**src/rtl/core/tspat_pkg.sv**
```systemverilog
// Package for the PAT section parser: request and response types, codes and constants.
// Used by ts_pat_section_parser, tspat_ctrl and tspat_dp; depends on nothing.
`default_nettype none
package tspat_pkg;

    localparam int MAX_PROGRAMS_DEF = 256;
    localparam int PID_SPACE_DEF    = 8192;

    localparam logic [7:0]  TABLE_ID_PAT = 8'h00;
    localparam logic [11:0] LEN_MIN      = 12'd9;
    localparam logic [11:0] LEN_MAX      = 12'd1021;
    localparam logic [10:0] IDX_SAT      = 11'd2047;
    localparam logic [8:0]  STAGED_SAT   = 9'd511;

    localparam logic [1:0] KIND_PROGRAM = 2'd0;
    localparam logic [1:0] KIND_NIT     = 2'd1;
    localparam logic [1:0] KIND_DONE    = 2'd2;
    localparam logic [1:0] KIND_QUERY   = 2'd3;

    localparam logic [2:0] STAT_COMMITTED   = 3'd0;
    localparam logic [2:0] STAT_NOT_CURRENT = 3'd1;
    localparam logic [2:0] STAT_SAME_VER    = 3'd2;
    localparam logic [2:0] STAT_BAD_HEADER  = 3'd3;
    localparam logic [2:0] STAT_TRUNCATED   = 3'd4;
    localparam logic [2:0] STAT_MULTI_SECT  = 3'd5;
    localparam logic [2:0] STAT_MISALIGNED  = 3'd6;

    localparam logic [1:0] CLASS_UNKNOWN = 2'd0;
    localparam logic [1:0] CLASS_PSI     = 2'd1;

    typedef struct packed {
        logic        mode;
        logic [7:0]  data_byte;
        logic        last;
        logic [12:0] query_pid;
    } req_t;

    typedef struct packed {
        logic [1:0]  kind;
        logic [15:0] prog_num;
        logic [12:0] pid;
        logic [2:0]  status;
        logic [15:0] stream_id;
        logic [4:0]  version;
        logic [7:0]  program_count;
        logic [31:0] crc_word;
        logic [1:0]  pid_class;
    } rsp_t;

    typedef enum logic [2:0] {
        ST_SWEEP,
        ST_IDLE,
        ST_QUERY,
        ST_WALK_CLR,
        ST_WALK_SET,
        ST_DRAIN
    } state_t;

    typedef struct packed {
        logic sweep_step;
        logic byte_step;
        logic query_load;
        logic walk_clr_step;
        logic walk_to_set;
        logic walk_set_step;
    } cmd_t;

    typedef struct packed {
        logic out_free;
        logic commit;
        logic sweep_last;
        logic clr_done;
        logic set_done;
    } status_t;

endpackage
`default_nettype wire

```
**src/rtl/core/tspat_ctrl.sv**
```systemverilog
// Controller state machine of the PAT section parser.
// Depends on tspat_pkg; drives commands to tspat_dp and reads its status.
`default_nettype none
module tspat_ctrl (
    input  wire logic              clk,
    input  wire logic              rst_n,
    input  wire logic              req_valid,
    input  wire logic              req_mode,
    input  wire tspat_pkg::status_t stat,
    output tspat_pkg::cmd_t        cmd,
    output logic                   req_stall
);
    import tspat_pkg::*;

    state_t state_reg, state_next;

    always_ff @(posedge clk or negedge rst_n)
    begin
        if (!rst_n)
        begin
            state_reg <= ST_SWEEP;
        end
        else
        begin
            state_reg <= state_next;
        end
    end

    always_comb
    begin
        state_next = state_reg;
        cmd        = '0;
        req_stall  = 1'b1;
        case (state_reg)
            ST_SWEEP:
            begin
                cmd.sweep_step = 1'b1;
                if (stat.sweep_last)
                begin
                    state_next = ST_IDLE;
                end
            end
            ST_IDLE:
            begin
                req_stall = !stat.out_free;
                if (req_valid && stat.out_free)
                begin
                    if (req_mode)
                    begin
                        state_next = ST_QUERY;
                    end
                    else
                    begin
                        cmd.byte_step = 1'b1;
                        if (stat.commit)
                        begin
                            state_next = ST_WALK_CLR;
                        end
                    end
                end
            end
            ST_QUERY:
            begin
                cmd.query_load = 1'b1;
                state_next     = ST_IDLE;
            end
            ST_WALK_CLR:
            begin
                if (stat.clr_done)
                begin
                    cmd.walk_to_set = 1'b1;
                    state_next      = ST_WALK_SET;
                end
                else
                begin
                    cmd.walk_clr_step = 1'b1;
                end
            end
            ST_WALK_SET:
            begin
                if (stat.set_done)
                begin
                    state_next = ST_DRAIN;
                end
                else
                begin
                    cmd.walk_set_step = 1'b1;
                end
            end
            ST_DRAIN:
            begin
                state_next = ST_IDLE;
            end
            default:
            begin
                state_next = ST_IDLE;
            end
        endcase
    end

`ifndef ASSERT_OFF
    a_stall_busy: assert property (@(posedge clk) disable iff (!rst_n)
        (state_reg != ST_IDLE) |-> req_stall)
        else $error("request taken while the controller is busy");
    a_query_one: assert property (@(posedge clk) disable iff (!rst_n)
        (state_reg == ST_QUERY) |=> (state_reg == ST_IDLE))
        else $error("query answer did not return to idle");
    a_drain: assert property (@(posedge clk) disable iff (!rst_n)
        (state_reg == ST_WALK_SET && stat.set_done) |=> (state_reg == ST_DRAIN))
        else $error("commit walk ended without draining the last write");
    a_commit_walk: assert property (@(posedge clk) disable iff (!rst_n)
        (cmd.byte_step && stat.commit) |=> (state_reg == ST_WALK_CLR))
        else $error("commit did not start the walk");
`endif
endmodule
`default_nettype wire

```
**config.mk**
```make
export PLATFORM = sky130hd
export DESIGN_NAME = tspat_ctrl
export DESIGN_NICKNAME = d
export VERILOG_FILES = /design/src/rtl/core/tspat_pkg.sv /design/src/rtl/core/tspat_ctrl.sv
export SDC_FILE = /design/constraint.sdc
export NUM_CORES = 1
export LEC_CHECK = 0
export BUFFER_PORTS_ARGS = -buffer_cell sky130_fd_sc_hd__buf_4
export CAP_MARGIN = 20
export CORE_AREA = 2 2 39 41
export CTS_CLUSTER_DIAMETER = 120
export DETAILED_ROUTE_END_ITERATION = 10
export DIE_AREA = 0 0 41 43
export SYNTH_ARGS = -nofsm -noshare
export SYNTH_HDL_FRONTEND = slang
export SYNTH_SLANG_ARGS = --single-unit
```
**constraint.sdc**
```tcl
create_clock -name clk -period 1.1 [get_ports clk]
set_input_delay 0.165 -clock clk [delete_from_list [all_inputs] [get_ports clk]]
set_output_delay 0.165 -clock clk [all_outputs]
set_load 0.02 [all_outputs]
```
==> metrics.md <==
| Metric | Value |
|---|---|
| Failing checks | `negative setup slack` |
| Area Overhead vs Synth | `139%` |
| Cells after Synth | `28` |
| Cell type with the largest total area after synthesis | `dfrtp_1` |
| Worst slack, placed | `-0.146 ns` |
| DRC Markers | `0` |
| Final worst setup slack | `-0.266 ns` |
| Yosys top cell area share | `0.302` |
| Final hold violation count | `0` |
| 1st-iter DRT viols | `6` |
| CP max stage cell | `dfrtp_2` |
| Syn Nets | `37` |
| Largest family of logic cells by synthesized area | `simple AND/OR/NAND/NOR gates` |
| Via count | `325` |
| Slew headroom | `0.770` |
| Mean area per synthesized cell | `8.89 um^2` |
| Placed Cells incl. Taps | `63` |
| Core Area | `0.00138 mm^2` |
| R2r setup slk | `-0.18 ns` |
| Total grt overflow | `0` |
| Aggregate global-route resource usage | `0.104` |
| Crit. End Element | `primary output` |
| Cell Chain, Critical Path | `nand2b_4 > nor3b_4 > buf_6` |
| Outcome | `complete, but fails checks` |
| Seq/Total Area, Yosys | `0.302` |
| Post-route insts no fill | `75` |
| Die height | `43 um` |
| P per Cell Area | `2370 mW/mm^2` |
| WP data required | `0.94 ns` |
| Critical path arrival | `1.20 ns` |
| CTS tree | `done` |
| Switch Pwr | `550 uW` |
| Detail Route Antenna Nets | `0` |
| Power share of the clock group | `0.138` |
| P_int | `857 uW` |
| Synth Warn # | `0` |
| Post-synth EDFFs | `0` |
| Commonest cells in the netlist | `4 x nor2_1, 3 x dfrtp_1, 3 x nand2_1` |
| Net Sw Frac | `0.391` |
| Largest net degree at the start of global routing | `11` |
| Worst skew pair latency | `0.23 ns` |
| CTS root buf | `clkbuf_4` |
| Logic pwr share | `0.697` |
| Fin nets | `69` |
| Max Cap Viol | `0` |
| Final Max Slew Viols | `0` |
| 1st-pass router iterations | `2` |
| CP max FO | `6` |
| Vias in the first global route | `318` |
| GP Congestion | `0.637` |
| Top-count cell post-synth | `nor2_1` |
| Crit Path Category | `reg2out` |
| Top post-synthesis cells by area | `dfrtp_1 30%, a2111oi_4 11%, a2bb2oi_2 6.0%, nor2_1 6.0%, nor3b_1 6.0%` |
| IO Pins | `16` |
| Initial antenna violation count | `0` |
| Mux cell area share after synthesis | `0` |
| Fillers | `146` |
| Clock sink count | `3` |
| Starting Density | `0.180` |
| Row count | `14` |
| Htree depth | `1` |
| Max Fclk | `732 MHz` |
| Number of synthesized register bits | `3` |
| Worst vdd ir | `0.807 mV` |
| Die ar. | `0.00176 mm^2` |
| Total CTS buffers | `3` |
| Final min period | `1.37 ns` |
| Met1 WL | `309 um` |
| Post-Synth Adder-Cell Area | `0` |
| Slew @ Worst Pin | `0.344 ns` |
| Routed wl met3 | `39 um` |
| Max FFs per register | `3` |
| Synth Area in Compound Gates | `0.302` |
| Seq pwr share | `0.165` |
| LEAKAGE | `0.290 nW` |
| Final period util | `1.24` |
| Max layer used | `met3` |
| Clock tree buffer depth | `2` |
| First-pass GRT wire length | `1220 um` |
| DPL Wire Length | `586 um` |
| Slowest Stage Delay on Critical Path | `0.42 ns` |
| Vias per inst | `4.33` |
| Detailed-route wire length | `767 um` |
| Die Width | `41 um` |
| Post-route clock skew | `0.00420 ns` |
| I/O Buffers | `15` |
| WL/cell | `10.2 um` |
| Share of cells above drive strength 1 | `0.763` |
| Antenna Cells | `0` |
| Post-synthesis async set-or-reset flop share | `1.00` |
| Most used flip-flop cell after synthesis | `dfrtp_1` |
| Worst hold-check path type | `in2async` |
| Yosys cell types | `18` |
| Met2 wire length | `418 um` |
| Setup violators final | `9` |
| Post-synthesis simple-gate area fraction | `0.362` |
| CP Launch Type | `flip-flop` |
| RSZ-0062 raised after global routing | `true` |
| Clk slew on worst S/H paths | `0.04 ns` |
| Post-synthesis cell area | `249 um^2` |
| XOR/XNOR Fraction of Synth Area | `0` |
-- cell usage in the layout, fill, tap and decap left out, types with 2 or more instances in the layout --
cell       n
buf_4     21
buf_6      6
clkbuf_4   3
dfrtp_2    3
nand2_1    2
nor2_1     3
-- area by class of cell --
| cell class | count | area, um^2 | share of cell area |
|---|---|---|---|
| clock buffers | 4 | 26.3 | 0.0442 |
| flip-flops and latches | 3 | 78.8 | 0.133 |
| inverters | 1 | 3.75 | 0.00632 |
| multi-input cells | 23 | 230 | 0.387 |
| repair buffers | 28 | 235 | 0.396 |
| well taps | 16 | 20.0 | 0.0337 |
-- kinds of logic after synthesis --
logic type	after synthesis
simple gates	17
buf+inv	2
compound gates	6
flops	3
-- critical path, delay by kind of cell, from the launching register on --
kind | cells | cell delay, ns
buf+inv | 1 | 0.14
simple gates | 2 | 0.40
flops | 1 | 0.42
-- stage by stage --
| step | power, mW | hold WS [ns] | util | cell area (um^2) | setup TNS (ns) |
|---|---|---|---|---|---|
| finish | 1.41 | 0.254 | 0.429 | 594 | -1.82 |
| global route | 1.51 | 0.253 | 0.429 | 594 | -2.33 |
| CTS | 1.30 | 0.242 | 0.398 | 551 | -1.98 |
| detailed placement | 0.977 | -0.0429 | 0.335 | 463 | -0.765 |
| global placement | 0.957 | -0.0425 | 0.335 | 463 | -0.467 |
| floorplan | 0.725 | -0.131 | - | 300 | -0.261 |
-- repair_timing --
item                                    in CTS  in global routing
buffers inserted                             5                  2
resized for setup                            4                  9
hold buffers                                 1                  0
pin swaps                                    4                  2
endpoints found under the setup margin      10                  9
hold endpoints to repair                     3                  0
-- metal layers --
layer  vias up  GRT usage
met5         -          0
met4         0     0.0800
met3         0     0.0314
met2         8      0.156
met1       156      0.113
li1        161          -
-- worst paths after layout --
kind | end | startpoint | cells past startpoint
worst min register to register | state_reg[2]$_DFFE_PN0P_ | state_reg[2]$_DFFE_PN0P_ | 2
max in group asynchronous | state_reg[1]$_DFFE_PN0P_ | rst_n | 2
worst min-delay path | state_reg[0]$_DFFE_PN0P_ | rst_n | 2
worst max register to register | state_reg[1]$_DFFE_PN0P_ | state_reg[2]$_DFFE_PN0P_ | 4
min in group clk | state_reg[0]$_DFFE_PN0P_ | stat[2] | 3
worst max-delay path | cmd[2] | state_reg[2]$_DFFE_PN0P_ | 3
-- power groups by stage --
stage               clock (mW)  combinational [mW]  sequential, mW
floorplan                    0               0.511           0.214
CTS                      0.208               0.851           0.241
finish                   0.194               0.981           0.232
global route             0.222                1.05           0.240
detailed placement           0               0.725           0.252
global placement             0               0.710           0.247
(Power assumes the default switching activity.)
